**config.mk**
```make
export PLATFORM = sky130hd
export DESIGN_NAME = sgsd_tree
export DESIGN_NICKNAME = d
export VERILOG_FILES = /design/src/rtl/sgsd_pkg.sv /design/src/rtl/sgsd_tree.sv
export SDC_FILE = /design/constraint.sdc
export NUM_CORES = 1
export LEC_CHECK = 0
export ABC_CLOCK_PERIOD_IN_PS = 4130
export BUFFER_PORTS_ARGS = -buffer_cell sky130_fd_sc_hd__buf_2
export CORE_MARGIN = 4
export CORE_UTILIZATION = 45
export CTS_BUF_LIST = sky130_fd_sc_hd__clkbuf_16
export DETAILED_ROUTE_END_ITERATION = 7
export PLACE_DENSITY = 0.62
export SYNTH_ARGS = -nofsm -noshare
export SYNTH_HDL_FRONTEND = slang
export SYNTH_SLANG_ARGS = --single-unit
```
**constraint.sdc**
```tcl
create_clock -name i_clk -period 4.13 [get_ports i_clk]
set_input_delay 0.413 -clock i_clk [delete_from_list [all_inputs] [get_ports i_clk]]
set_output_delay 0.413 -clock i_clk [all_outputs]
set_load 0.02 [all_outputs]
```
**src/rtl/sgsd_pkg.sv**
```systemverilog
// Shared types, constants and kernel arithmetic for the smoothing/derivative filter.
`default_nettype none

package sgsd_pkg;

    localparam int KBITS     = 24;
    localparam int COEF_FRAC = 20;
    localparam int OUT_BITS  = 32;
    localparam int OUT_FRAC  = 4;

    typedef enum logic [1:0] {
        K_SMOOTH    = 2'd0,
        K_SLOPE     = 2'd1,
        K_CURVATURE = 2'd2
    } t_kern_sel;

    typedef struct packed {
        logic shift;
        logic clear;
        logic mac_en;
    } t_cell_ctl;

    function automatic logic [63:0] sgsd_udiv(input logic [63:0] num, input logic [63:0] den);
        logic [63:0] q;
        logic [63:0] r;
        q = '0;
        r = '0;
        for (int i = 63; i >= 0; i--) begin
            r = {r[62:0], num[i]};
            if (r >= den) begin
                r    = r - den;
                q[i] = 1'b1;
            end
        end
        return q;
    endfunction

    // weight of one tap of the quadratic least-squares fit, on a 2^-20 grid
    function automatic logic signed [KBITS-1:0] sgsd_kern(input int window, input t_kern_sel sel,
                                                          input int tap);
        longint s [5];
        longint x;
        longint xp;
        longint c00, c01, c02, c11, c12, c22;
        longint det;
        longint num;
        longint k0, k1, k2;
        logic [63:0] mag;
        logic [63:0] dd;
        logic [63:0] q;
        logic        neg;
        int          half;
        half = window / 2;
        for (int p = 0; p < 5; p++) s[p] = 0;
        for (int t = 0; t < window; t++) begin
            x  = longint'(t - half);
            xp = 1;
            for (int p = 0; p < 5; p++) begin
                s[p] = s[p] + xp;
                xp   = xp * x;
            end
        end
        c00 = s[2] * s[4] - s[3] * s[3];
        c01 = s[2] * s[3] - s[1] * s[4];
        c02 = s[1] * s[3] - s[2] * s[2];
        c11 = s[0] * s[4] - s[2] * s[2];
        c12 = s[1] * s[2] - s[0] * s[3];
        c22 = s[0] * s[2] - s[1] * s[1];
        det = s[0] * c00 + s[1] * c01 + s[2] * c02;
        case (sel)
            K_SMOOTH: begin
                k0 = c00; k1 = c01; k2 = c02;
            end
            K_SLOPE: begin
                k0 = c01; k1 = c11; k2 = c12;
            end
            default: begin
                k0 = c02; k1 = c12; k2 = c22;
            end
        endcase
        x   = longint'(tap - half);
        num = k0 + k1 * x + k2 * x * x;
        neg = (num < 0);
        mag = neg ? 64'(-num) : 64'(num);
        dd  = 64'(det);
        q   = sgsd_udiv((mag << (COEF_FRAC + 1)) + dd, dd << 1);
        return neg ? KBITS'(-q) : KBITS'(q);
    endfunction

endpackage

`default_nettype wire

```
**src/rtl/sgsd_tree.sv**
```systemverilog
// Registered pairwise adder tree over the tap products of one kernel.
`default_nettype none

module sgsd_tree import sgsd_pkg::*; #(
    parameter int N  = 11,
    parameter int IW = 49,
    parameter int OW = 53
) (
    input  logic                      i_clk,
    input  logic [$clog2(N)-1:0]      i_en,
    input  logic signed [IW-1:0]      i_leaf [N],
    output logic signed [OW-1:0]      o_sum
);
    localparam int LEV = $clog2(N);
    localparam int HN  = (N + 1) / 2;

    logic signed [OW-1:0] w_src  [LEV][2*HN];
    logic signed [OW-1:0] r_node [LEV][HN];

    always_comb begin
        for (int i = 0; i < 2 * HN; i++) begin
            w_src[0][i] = (i < N) ? OW'(i_leaf[(i < N) ? i : 0]) : '0;
        end
        for (int l = 1; l < LEV; l++) begin
            for (int i = 0; i < 2 * HN; i++) begin
                w_src[l][i] = (i < ((N + (1 << l) - 1) >> l))
                              ? r_node[l-1][(i < HN) ? i : 0] : '0;
            end
        end
    end

    always_ff @(posedge i_clk) begin
        for (int k = 0; k < LEV; k++) begin
            if (i_en[k]) begin
                for (int i = 0; i < HN; i++) begin
                    r_node[k][i] <= w_src[k][2*i] + w_src[k][2*i+1];
                end
            end
        end
    end

    assign o_sum = r_node[LEV-1][0];

endmodule

`default_nettype wire

```
Yosys cells after proc, flatten, opt, wreduce, memory -nomap -nowiden

Memories as Yosys holds them, arrays and structs flattened.
Cells that the tools add are included.

Bits in registers: 0
Memory bits (writable): 1272
Input bits: 544
Output and inout bits: 53
Logic and storage cells: 19
Memories: 1

Memories:

| name   | words | bits a word | read ports | clocked after memory_dff | write ports | RTL line        | text |
|---|---|---|---|---|---|---|---|
| r_node | 4     | 318         | 4          | 0                        | 4           | sgsd_tree.sv:18 | `logic signed [OW-1:0] r_node [LEV][HN];` |

Add/sub/neg operators: 10
Muxes and demuxes: 8

Operators with widths:

| operator                                  | number |
|---|---|
| 53-bit adder                              | 5 |
| 49-bit by 49-bit adder with 50-bit output | 5 |
| 1-bit two-way mux                         | 8 |

Longest topological paths before layout

Word-level depth: 2
Mapped depth: 14
Gate-level depth less buffers: 14

Least setup slack after synthesis

No wires, ideal clock.

Kind: register to register
Start point: mem r_node[0][106] (netlist name)
End point: mem r_node[1][260] (netlist name) (data pin)
Buffers on the path: 0
Data required time: 3.866 ns
Arrival: 3.022 ns
Library setup time: 0.264 ns
Stages on the path, launching flop included: 14
Clock period less this slack: 3.286 ns
Slack: 0.844 ns
Path through: edfxtp_1 > ha_1 > fa_1 > a21o_1 > a211oi_1 > o2111ai_1 > a41oi_2 > a211oi_1 > o21ai_0 > nand2_1 > o21ai_1 > o21ai_1 > a221oi_2 > xnor2_1

RTL lines:

| item        | RTL line |
|---|---|
| from (decl) | sgsd_tree.sv:18 |

==> metrics.txt <==
biggest regs r_node: 617 flops; commonest cells in the netlist 617 x edfxtp_1, 514 x a21oi_1, 499 x ha_1; Synth Instances 4,393; H-tree depth 3; power consumption roughly 0.030 W; CTS tree done; Synth area leader edfxtp_1; final slew viol count 0; final setup violation count 0; die span in y about 320 um; Global Route Usage Sum about a quarter; Sink Count about 620; Seq/Total Area, Yosys around two fifths; die width 323 um; cts bufs inserted 71; measured slew at the worst slew-check pin just under 800 ps; final core occ between 50% and 60%; row count between 100 and 150; Post-synth EDFFs between 600 and 700; TritonRoute pass-1 iters 5; Post-Syn Area 44,800 um2; final worst path period share 92.0%; Antenna Nets Post-Route 0; Most flops, register r_node; Req. time, crit path 4500 ps; Synth top area share 41.4%; endpoints failing hold 0; Final min period roughly 3800 ps; crit path launch type flip-flop; clock transition at the registers of the reported paths approximately 60 ps; fraction of registers with async set/reset 0%; initial antenna violation count 18; core area 98,600 um2; clk_lat worst skew ~630 ps; Critical Path Fanout Max 7; Layout area overhead 16.5%; leakage power about 23 nW; Worst EP arrival 4170 ps; YS warnings 0; vias per cell around 5.7; total gr overflow 0; # IOs about 600; First DRT Iteration DRCs 2,415; crit path kind flip-flop to flip-flop; layout cells sized above 1 between 10% and 20%; PwrDens ~580 nW/um2; final WL roughly 130,000 um; max-cap violations 0; pin count of the biggest net entering global routing 80; most frequent cell after synthesis edfxtp_1; syn avg cell area ~10 um2; die area ~100,000 um2; Synth Net Count about 5,400; number of global-route vias before repair 36,100; Synth cell types between 80 and 90; clock root cell clkbuf_16; endpoint type of the worst setup path flip-flop; max FFs per register about 620; flops & latches, synth approximately 620; dominant cells by area after synthesis edfxtp_1 41%, ha_1 14%, xnor2_1 5.9%; Final Skew slightly above 20 ps; max_slew headroom between 40% and 50%; Placer Congestion around 0.95; via count around 36,000; routed wire length per instance 20.3 um; CTS max path bufs 3; Setup TNS 0 ps; Max Clk Rate 263 MHz; initial core utilization 45.4%; detailed placer's ending HPWL roughly 110,000 um; Post-Layout Cell Count 6,389; first-pass GRT wire length slightly below 200,000 um; DRC 0; Placed Cells ~6,200; Buffers on Ports 596; status finished, final reports clean; Min-Delay Path Class input port to flip-flop; peak supply drop 0.328 mV; Nets between 6,000 and 7,000; unrepaired setup endpoints after global routing no; ys flop type edfxtp_1
[cell usage in the layout, fill, tap and decap left out, types with 75 or more instances in the layout]
master	synthesis	routed
buf_2	4	593
ha_1	499	499
clkbuf_16	0	75
o21ai_0	245	245
nand2_1	300	300
nand4_1	106	106
xnor2_1	304	304
inv_1	133	144
nor2_1	217	217
a21o_1	329	329
o21bai_1	82	82
a21oi_1	514	514
nand3_1	81	81
edfxtp_1	617	617
xor2_1	163	163
[worst max-delay path: stages, from the launching register on]
cell and delay (ps):
edfxtp_1 390, ha_1 430, nand2_1 140, nor3_1 200
nand2_1 110, o2111a_1 300, o31ai_1 300, a21oi_1 220
o31ai_1 520, a21oi_1 220, nor3b_1 390, a311oi_1 170
xnor2_1 150
[layer usage]
metal	part of all wire (%)	vias up	GRT usage, %
met3	5.5	270	3.62
met2	48	1110	41.6
met1	42	16900	30.1
li1	-	17900	-
met4	4.3	18	10.4
met5	0.084	-	0
[cell type report]
type | count | area, um2
well taps | 1287 | 1610
diodes | 8 | 20.0
multi-input cells | 3512 | 25200
flip-flops and latches | 617 | 18500
repair buffers | 702 | 3970
fillers | 8859 | 46400
clock inverters | 55 | 434
inverters | 133 | 499
clock buffers | 75 | 1880
[path summary, 6_finish.rpt]
kind | from | to | slack (ps) | depth (start not counted)
setup / recovery | r_node[0][275]$_DFFE_PP_ | r_node[1][311]$_DFFE_PP_ | 330 | 12
hold reg to reg | r_node[1][168]$_DFFE_PP_ | r_node[2][221]$_DFFE_PP_ | 410 | 0
setup reg to reg | r_node[0][275]$_DFFE_PP_ | r_node[1][311]$_DFFE_PP_ | 330 | 12
hold / removal | i_leaf[392] | r_node[0][212]$_DFFE_PP_ | 90 | 2
[per-stage QoR]
stage	cell area, um2	setup slack, ps	hold slack (ps)
after floorplan	44800	844	400
after global placement	49400	114	400
after detailed placement	49400	90.2	405
after CTS	52200	233	49.2
after global routing	52200	53.3	80.5
final	52200	332	92.4
[kinds of logic after synthesis]
kind of cell	count (synthesis)	synth area share [%]
AOI/OAI and AO/OA	1529	21.8
and+or+nand+nor	1007	11.0
DFF	617	41.4
adders and majority gates	509	14.4
xor gates and xnor gates	467	9.13
buffers and inverters	264	2.25
[where the power goes]
part	internal (W)	switching [W]
clock network	0.00367	0.00254
logic	0.00577	0.00814
registers	0.00955	0.000789
[timing repair]
| item | in CTS | in global routing |
|---|---|---|
| gates resized for setup | 0 | 1 |
| hold endpoints to repair | 49 | 0 |
| hold buffers | 49 | 0 |
| setup endpoints to repair | 0 | 1 |
| setup buffers | 0 | 0 |
Power figures use the tool's default switching activity.
