### src/rtl/sgsd_pkg.sv
// Shared types, constants and kernel arithmetic for the smoothing/derivative filter.
`default_nettype none

package sgsd_pkg;

    localparam int KBITS     = 24;
    localparam int COEF_FRAC = 20;
    localparam int OUT_BITS  = 32;
    localparam int OUT_FRAC  = 4;

    typedef enum logic [1:0] {
        K_SMOOTH    = 2'd0,
        K_SLOPE     = 2'd1,
        K_CURVATURE = 2'd2
    } t_kern_sel;

    typedef struct packed {
        logic shift;
        logic clear;
        logic mac_en;
    } t_cell_ctl;

    function automatic logic [63:0] sgsd_udiv(input logic [63:0] num, input logic [63:0] den);
        logic [63:0] q;
        logic [63:0] r;
        q = '0;
        r = '0;
        for (int i = 63; i >= 0; i--) begin
            r = {r[62:0], num[i]};
            if (r >= den) begin
                r    = r - den;
                q[i] = 1'b1;
            end
        end
        return q;
    endfunction

    // weight of one tap of the quadratic least-squares fit, on a 2^-20 grid
    function automatic logic signed [KBITS-1:0] sgsd_kern(input int window, input t_kern_sel sel,
                                                          input int tap);
        longint s [5];
        longint x;
        longint xp;
        longint c00, c01, c02, c11, c12, c22;
        longint det;
        longint num;
        longint k0, k1, k2;
        logic [63:0] mag;
        logic [63:0] dd;
        logic [63:0] q;
        logic        neg;
        int          half;
        half = window / 2;
        for (int p = 0; p < 5; p++) s[p] = 0;
        for (int t = 0; t < window; t++) begin
            x  = longint'(t - half);
            xp = 1;
            for (int p = 0; p < 5; p++) begin
                s[p] = s[p] + xp;
                xp   = xp * x;
            end
        end
        c00 = s[2] * s[4] - s[3] * s[3];
        c01 = s[2] * s[3] - s[1] * s[4];
        c02 = s[1] * s[3] - s[2] * s[2];
        c11 = s[0] * s[4] - s[2] * s[2];
        c12 = s[1] * s[2] - s[0] * s[3];
        c22 = s[0] * s[2] - s[1] * s[1];
        det = s[0] * c00 + s[1] * c01 + s[2] * c02;
        case (sel)
            K_SMOOTH: begin
                k0 = c00; k1 = c01; k2 = c02;
            end
            K_SLOPE: begin
                k0 = c01; k1 = c11; k2 = c12;
            end
            default: begin
                k0 = c02; k1 = c12; k2 = c22;
            end
        endcase
        x   = longint'(tap - half);
        num = k0 + k1 * x + k2 * x * x;
        neg = (num < 0);
        mag = neg ? 64'(-num) : 64'(num);
        dd  = 64'(det);
        q   = sgsd_udiv((mag << (COEF_FRAC + 1)) + dd, dd << 1);
        return neg ? KBITS'(-q) : KBITS'(q);
    endfunction

endpackage

`default_nettype wire

### src/rtl/sgsd_cell.sv
// One cell of the sample chain: holds a sample and forms its three tap products.
`default_nettype none

module sgsd_cell import sgsd_pkg::*; #(
    parameter int                      SAMPLE_BITS = 24,
    parameter logic signed [KBITS-1:0] K0          = '0,
    parameter logic signed [KBITS-1:0] K1          = '0,
    parameter logic signed [KBITS-1:0] K2          = '0
) (
    input  logic                                i_clk,
    input  logic                                i_rst_n,
    input  t_cell_ctl                           i_ctl,
    input  logic [SAMPLE_BITS-1:0]              i_nb,
    output logic [SAMPLE_BITS-1:0]              o_s,
    output logic signed [SAMPLE_BITS+KBITS:0]   o_p0,
    output logic signed [SAMPLE_BITS+KBITS:0]   o_p1,
    output logic signed [SAMPLE_BITS+KBITS:0]   o_p2
);
    localparam int PW = SAMPLE_BITS + 1 + KBITS;

    logic [SAMPLE_BITS-1:0] r_s;
    logic signed [PW-1:0]   r_p0;
    logic signed [PW-1:0]   r_p1;
    logic signed [PW-1:0]   r_p2;
    logic signed [SAMPLE_BITS:0] w_x;

    assign w_x = $signed({1'b0, r_s});

    always_ff @(posedge i_clk) begin
        if (!i_rst_n) begin
            r_s <= '0;
        end else if (i_ctl.shift) begin
            r_s <= i_nb;
        end else if (i_ctl.clear) begin
            r_s <= '0;
        end
    end

    always_ff @(posedge i_clk) begin
        if (i_ctl.mac_en) begin
            r_p0 <= PW'(w_x * K0);
            r_p1 <= PW'(w_x * K1);
            r_p2 <= PW'(w_x * K2);
        end
    end

    assign o_s  = r_s;
    assign o_p0 = r_p0;
    assign o_p1 = r_p1;
    assign o_p2 = r_p2;

endmodule

`default_nettype wire

### config.mk
export PLATFORM = sky130hd
export DESIGN_NAME = sgsd_cell
export DESIGN_NICKNAME = d
export VERILOG_FILES = /design/src/rtl/sgsd_pkg.sv /design/src/rtl/sgsd_cell.sv
export SDC_FILE = /design/constraint.sdc
export NUM_CORES = 1
export LEC_CHECK = 0
export BUFFER_PORTS_ARGS = -buffer_cell sky130_fd_sc_hd__buf_2
export CORE_UTILIZATION = 35
export CTS_CLUSTER_DIAMETER = 100
export DETAILED_ROUTE_END_ITERATION = 16
export HOLD_SLACK_MARGIN = 0.02
export PLACE_DENSITY = 0.75
export SYNTH_ARGS = -nofsm -noshare
export SYNTH_HDL_FRONTEND = slang
export SYNTH_SLANG_ARGS = --single-unit
export TNS_END_PERCENT = 1
### constraint.sdc
create_clock -name i_clk -period 0.8 [get_ports i_clk]
set_input_delay 0.08 -clock i_clk [delete_from_list [all_inputs] [get_ports i_clk]]
set_output_delay 0.08 -clock i_clk [all_outputs]
set_load 0.01 [all_outputs]
# After elaboration in Yosys (flattened, before gate mapping)
# Index checks and enable logic that the tools add are counted.
[totals]
wordCells = 4
register_bits = 24
out_inout_bits = 171
inputBits = 29
[op_classes]
n_reduce_logical = 1
mux = 2
[op_table]
columns = ["op", "count"]
rows = [
  ["$mux W24", 2],
  ["$reduce_bool A2 Y1", 1],
]

# Logic depth before layout (Yosys ltp)
# Gate-level depths: netlist of the first run.
[depth]
depth_word = 2
mapped_depth = 4
mapped_depth_nobuf = 2

# Worst setup path before layout of the first run
# No wires, ideal clock.
[synth_path]
kind = "input port to flip-flop"
from = "input port i_rst_n"
to = "register r_s[11], in the netlist o_s[11]"
n_path_buf = 2
required_ps = 685
setup_slack_ps = 164
setup_time_ps = 115
arrival_time_ps = 521
stages = 4
cell_sequence = "buf_4 -> nand2b_4 -> buf_6 -> o21ai_2"
[synth_lines]
columns = ["element", "line", "source"]
rows = [
  ["start, declared", "sgsd_cell.sv:11", "input logic i_rst_n,"],
  ["end signal, assigned", "sgsd_cell.sv:33", "r_s <= i_nb;"],
  ["end, declared", "sgsd_cell.sv:21", "logic [SAMPLE_BITS-1:0] r_s;"],
]

# Worst setup path after layout of the first run
[layout_path]
from = "register r_s[22], in the netlist o_s[22]"
to = "output port o_s[22]"
[layout_lines]
columns = ["element", "line", "source"]
rows = [
  ["end, declared", "sgsd_cell.sv:14", "output logic [SAMPLE_BITS-1:0] o_s,"],
]
# No word-level cell between the ends.

==> results of run 1 <==
## through the flow
step                      cells  util (%)  setup TNS [ns]  cell area, sq um
after floorplan             401         -               0              2650
after detailed placement    369      32.5           -4.67              1830
after global routing        374      36.9          -0.691              2080
after CTS                   374      36.8          -0.163              2080
after global placement      369      32.5           -3.68              1830
final                       374      36.9        -0.00774              2080
## where the power goes
part           switching (mW)  total (mW)  internal [mW]
sequential             0.0438        1.31           1.27
combinational           0.493       0.716          0.223
clock                   0.404       0.844          0.439
## repair_timing
item | CTS | global route
cloned | 0 | 0
gates resized for setup | 48 | 1
setup endpoints to repair | 24 | 33
buffers inserted | 1 | 0
## layout make-up
type                       count  area, sq um
fill                         573         3560
multi-input combinational    220          993
sequential                    24          510
timing repair buffer          54          430
tap                           72         90.1
clock buffer                   4         55.1
## how the worst max path moves through the flow
stage | startpoint | end | slack [ns] | cells after the start
floorplan | i_rst_n | o_s[11]$_SDFFE_PN0P_ | 0.16 | 4
global placement | i_ctl[2] | o_s[20]$_SDFFE_PN0P_ | -0.17 | 3
detailed placement | i_ctl[2] | o_s[22]$_SDFFE_PN0P_ | -0.22 | 3
CTS | o_s[11]$_SDFFE_PN0P_ | o_s[11] | -0.02 | 1
global route | o_s[22]$_SDFFE_PN0P_ | o_s[22] | -0.04 | 1
finish | o_s[22]$_SDFFE_PN0P_ | o_s[22] | -0.007 | 1
## placed cells by master (no fill, tap or decap), drive strengths merged
| cell type | count |
|---|---|
| buf | 53 |
| clkbuf | 5 |
| conb | 147 |
| dfxtp | 24 |
| nand2b | 25 |
| nand3 | 24 |
| o21ai | 24 |
## cell usage after synthesis, drive strengths merged
library cell	count	area share [%]
buf	155	56
nand2b	25	7.8
dfxtp	24	23
clkbuf	2	0.36
o21ai	24	7.5
conb	1	0.18
nand3	24	5.7
## cell families after synthesis
family                 count (synthesis)  synth area share (%)
AO/OA/AOI/OAI                         24                  7.51
buffers and inverters                157                  55.9
flip-flops                            24                  22.9
other                                  1                 0.179
AND/OR/NAND/NOR                       49                  13.5
## layer usage
layer / global-route usage [%] / share of wire, % / routed length (microns)
met1: 11.0 / 37 / 1140
met2: 15.7 / 53 / 1640
met3: 2.17 / 9.5 / 292
met4: 3.27 / 0.55 / 17
met5: 0 / 0 / 0
==> flow_metrics.py, run 1 <==
metrics = {
    "placed_design": {
        "place_ws_ns": -0.222,
        "routabilityCongestion": 0.636,
        "dp_hpwl_microns": 2310,
        "portBuffers": 51,
    },
    "grt": {
        "antenna_found_initial": 0,
        "grt_use_total_pct": 9.17,
        "grt_max_degree": 49,
        "grt_pass1_wl_microns": 4530,
        "grt_pass1_vias": 969,
        "grt-ovfl-total": 0,
    },
    "cts": {
        "root_buffer": "clkbuf_8",
        "h-tree-depth": 1,
        "path_clk_slew_ns": 0.09,
        "cts_tree": "yes",
        "cts.sink_count": 24,
        "cts_buffers": 3,
        "clk_latency_ns": 0.26,
        "cts_hold_buf": 0,
        "cts.path.max_buffers": 2,
    },
    "timing": {
        "worst_slack_ns": -0.00671,
        "hold_violations": 0,
        "whs_ns": 0.0372,
        "drv_slew": 0,
        "period_minus_slack_ns": 0.807,
        "finClkSkew_ns": 0,
        "rsz0062_at_grt": "yes",
        "final-setup-viol-count": 2,
        "max_freq_mhz": 1240,
        "finalCritPeriodShare_pct": 101,
    },
    "finish": {
        "largest_reg_flops": 24,
        "insertedDiodeCount": 0,
        "nNetsFinal": 332,
        "area_growth_pct": -0.954,
        "drive_above_1_share_pct": 30.8,
    },
    "logic_synthesis": {
        "ys_types": 12,
        "netlist_area_sq_um": 2100,
        "yosysWarnings": 0,
        "synth_cells": 255,
        "synth-seq-area-share_pct": 22.9,
        "postSynthAreaPerCell_sq_um": 8.23,
        "ys_ff_latch": 24,
    },
    "worst_setup_path": {
        "max_stage_delay_ns": 0.36,
        "regToRegEndpoint": "o_s[13]$_SDFFE_PN0P_",
        "path_class": "flop to output pin",
        "rr_startpoint": "o_s[13]$_SDFFE_PN0P_",
        "cp.arrival_ns": 0.73,
        "cp_slowest_cell": "dfxtp_2",
        "crit_chain": "buf_6",
        "end_kind": "output pin",
        "required_ns": 0.72,
        "path_max_fanout": 2,
        "rr_worst_depth": 3,
        "startpoint_type": "flop",
        "reg2reg_slack_ns": 0.12,
        "crit_buf_inv": 1,
        "critical-path-top-delay-family": "flip-flops",
    },
    "route": {
        "wl_per_cell_microns": 8.25,
        "viasPerCell": 3.45,
        "dr.pass1.iters": 4,
        "route.detailed.drc": 0,
        "drt_iter0_drc": 25,
        "vias": 1292,
        "wirelength_microns": 3080,
        "final_antenna_net_count": 0,
    },
    "floorplan": {
        "start_util_pct": 37.2,
        "die_area_sq_um": 6310,
        "fp.dieW_microns": 79.5,
        "rows": 27,
        "die_h_microns": 79.5,
        "fp.coreArea_sq_um": 5640,
        "ios": 200,
    },
    "power": {
        "p_total_mw": 2.87,
        "max-vdd-ir-drop_mv": 0.528,
        "power_leakage_nw": 1.09,
        "p_per_area_nw_per_um2": 1380,
    },
    "job": {
        "maxCapViolations": 0,
    },
    "status": {
        "violations": "negative setup slack",
        "status": "finished with violations",
    },
    "worst_hold_path": {
        "worst_hold_path.endpoint": "o_s[23]$_SDFFE_PN0P_",
        "hp-class": "input port to flop",
        "hold_depth": 3,
        "hp-start": "i_nb[23]",
    },
}
Note: power is estimated with default switching activity, not from simulation.
==> run 2, diff against run 1 <==
- ABC_AREA: unset -> 1
- GPL_ROUTABILITY_DRIVEN: unset -> 0
- PLACE_DENSITY: 0.75 -> 0.76
==> run 2 against run 1 <==
Effect of this change: the run still ends with negative setup slack left; clock-buffer cell count is the same; worst setup slack lost 0.0015 ns; power grew 1.7%; final area grew 3.1%; clock power grew 0.5%; area after synthesis shrank 2.7%; core utilization grew 1.6 points; synthesized cell count shrank 0.78%; largest power group unchanged.
==> flow_metrics.py, run 2 <==
metrics = {
    "status": {
        "status": "finished with violations",
        "violations": "negative setup slack",
    },
    "job": {
        "maxCapViolations": 0,
    },
    "grt": {
        "grt_max_degree": 15,
        "grt_pass1_wl_microns": 4660,
        "grt_use_total_pct": 9.82,
        "antenna_found_initial": 0,
        "grt-ovfl-total": 0,
        "grt_pass1_vias": 1020,
    },
    "floorplan": {
        "fp.dieW_microns": 78.4,
        "ios": 200,
        "die_area_sq_um": 6150,
        "fp.coreArea_sq_um": 5570,
        "start_util_pct": 36.7,
        "rows": 27,
        "die_h_microns": 78.4,
    },
    "logic_synthesis": {
        "synth_area_leaders": "buf_4, dfxtp_1, nand2_1",
        "synth_top_cell_by_area": "buf_4",
        "yosysMostFrequentCell": "buf_4",
        "ys_async_sr_fraction_pct": 0,
        "synthFlopType": "dfxtp_1",
        "ys_types": 14,
        "ys_ff_latch": 24,
        "yosysWarnings": 0,
        "netlist_area_sq_um": 2040,
        "synth_top_area_share_pct": 54.0,
        "synth-edff-count": 0,
        "synth_commonest_cells": "buf_4, nand2_1, dfxtp_1",
        "postSynthAreaPerCell_sq_um": 8.08,
        "synth-seq-area-share_pct": 23.5,
        "synth_cells": 253,
    },
    "timing": {
        "max_freq_mhz": 1240,
        "final-setup-viol-count": 4,
        "hold_violations": 0,
        "finalSetupTns_ns": -0.0163,
        "worst_slack_ns": -0.00821,
        "rsz0062_at_grt": "yes",
        "period_minus_slack_ns": 0.808,
        "whs_ns": 0.0452,
        "finalCritPeriodShare_pct": 101,
        "drv_slew": 0,
        "finClkSkew_ns": 0,
    },
    "route": {
        "wl_per_cell_microns": 8.03,
        "drt_iter0_drc": 9,
        "dr.pass1.iters": 4,
        "viasPerCell": 3.41,
        "final_antenna_net_count": 0,
        "route.detailed.drc": 0,
        "wirelength_microns": 3080,
        "vias": 1310,
    },
    "placed_design": {
        "dp_hpwl_microns": 2460,
        "portBuffers": 51,
    },
    "finish": {
        "area_growth_pct": 4.90,
        "nNetsFinal": 342,
        "final_common_cell": "conb_1",
        "largest_reg_flops": 24,
        "insertedDiodeCount": 0,
        "final_cell_mix": "conb_1, nand2_1, buf_2, dfxtp_2, buf_6",
        "drive_above_1_share_pct": 36.2,
    },
    "cts": {
        "cts.sink_count": 24,
        "cts_tree": "yes",
        "clk_latency_ns": 0.27,
        "cts_buffers": 3,
        "path_clk_slew_ns": 0.09,
        "cts.path.max_buffers": 2,
        "root_buffer": "clkbuf_8",
        "cts_hold_buf": 0,
        "h-tree-depth": 1,
    },
    "worst_setup_path": {
        "required_ns": 0.72,
        "critical-path-top-delay-family": "flip-flops",
        "crit_buf_inv": 1,
        "end_kind": "output pin",
        "cp_slowest_cell": "dfxtp_2",
        "path_class": "flop to output pin",
        "max_stage_delay_ns": 0.34,
        "path_max_fanout": 2,
        "crit_chain": "buf_6",
        "startpoint_type": "flop",
        "cp.arrival_ns": 0.73,
    },
    "power": {
        "max-vdd-ir-drop_mv": 0.805,
        "p_per_area_nw_per_um2": 1360,
        "power_leakage_nw": 1.17,
    },
    "worst_hold_path": {
        "hp-class": "input port to flop",
    },
}
==> run 2: cell count changes in the layout (fill, tap and decap cells not counted), moves of 11 or more <==
cell      before  now
nand2b_1      24    0
a21oi_1        0   13
nand2_1        0   38
nand3_1       24    0
a21oi_2        0   11
==> run 2: logic make-up after synthesis <==
kind of cell / share of synthesized area, %
and+or+nand+nor: 11.0
AOI/OAI and AO/OA: 7.90
buffers and inverters: 57.4
other: 0.184
DFF: 23.5
==> run 2: where the power goes <==
group	switching [mW]	leakage [nW]	total, mW	internal [mW]
Clock	0.408	0.0288	0.848	0.440
Sequential	0.0419	0.207	1.31	1.26
Combinational	0.508	0.930	0.764	0.256
Total	0.958	1.17	2.92	1.96
==> run 2: cell type report <==
type	instances	area [sq um]
inverter	1	3.75
timing repair buffer	63	546
clock buffer	4	55.1
sequential	24	510
multi-input combinational	220	938
fill	556	3430
tap	72	90.1
==> run 2: path summary, 6_finish.rpt <==
kind | from | end | slack (ns) | cells after the start
setup / recovery | o_s[23]$_SDFFE_PN0P_ | o_s[23] | -0.008 | 1
hold / removal | i_nb[23] | o_s[23]$_SDFFE_PN0P_ | 0.05 | 3
setup reg to reg | o_s[11]$_SDFFE_PN0P_ | o_s[11]$_SDFFE_PN0P_ | 0.12 | 3
hold reg to reg | o_s[15]$_SDFFE_PN0P_ | o_s[15]$_SDFFE_PN0P_ | 0.46 | 2
==> run 2: metrics by stage <==
step	instances	area, sq um	worst slack, ns	power (mW)	util [%]
after floorplan	399	2590	0.109	2.33	-
after global placement	374	1860	0.0631	1.97	33.4
after detailed placement	374	1860	0.0156	1.98	33.4
after CTS	384	2140	-0.0219	2.96	38.5
after global routing	384	2140	-0.0476	3.12	38.5
final	384	2140	-0.00821	2.92	38.5
==> run 2: timing repair <==
| action | CTS | global route |
|---|---|---|
| endpoints found under the setup margin | 24 | 24 |
| gates resized for setup | 48 | 0 |
| buffers inserted | 6 | 0 |
| pin swaps | 0 | 0 |
==> run 2: worst reg2reg max path: stages, from the launching register on <==
cell and delay (ns):
dfxtp_2 0.34, buf_4 0.11, nand2_2 0.05, a21oi_2 0.11
==> run 2: layer usage <==
layer | part of all wire [%] | wire length [microns] | GRT usage [%]
met1 | 34 | 1050 | 10.3
met2 | 56 | 1730 | 18.9
met3 | 8.9 | 275 | 2.67
met4 | 0.81 | 25 | 2.78
met5 | 0 | 0 | 0
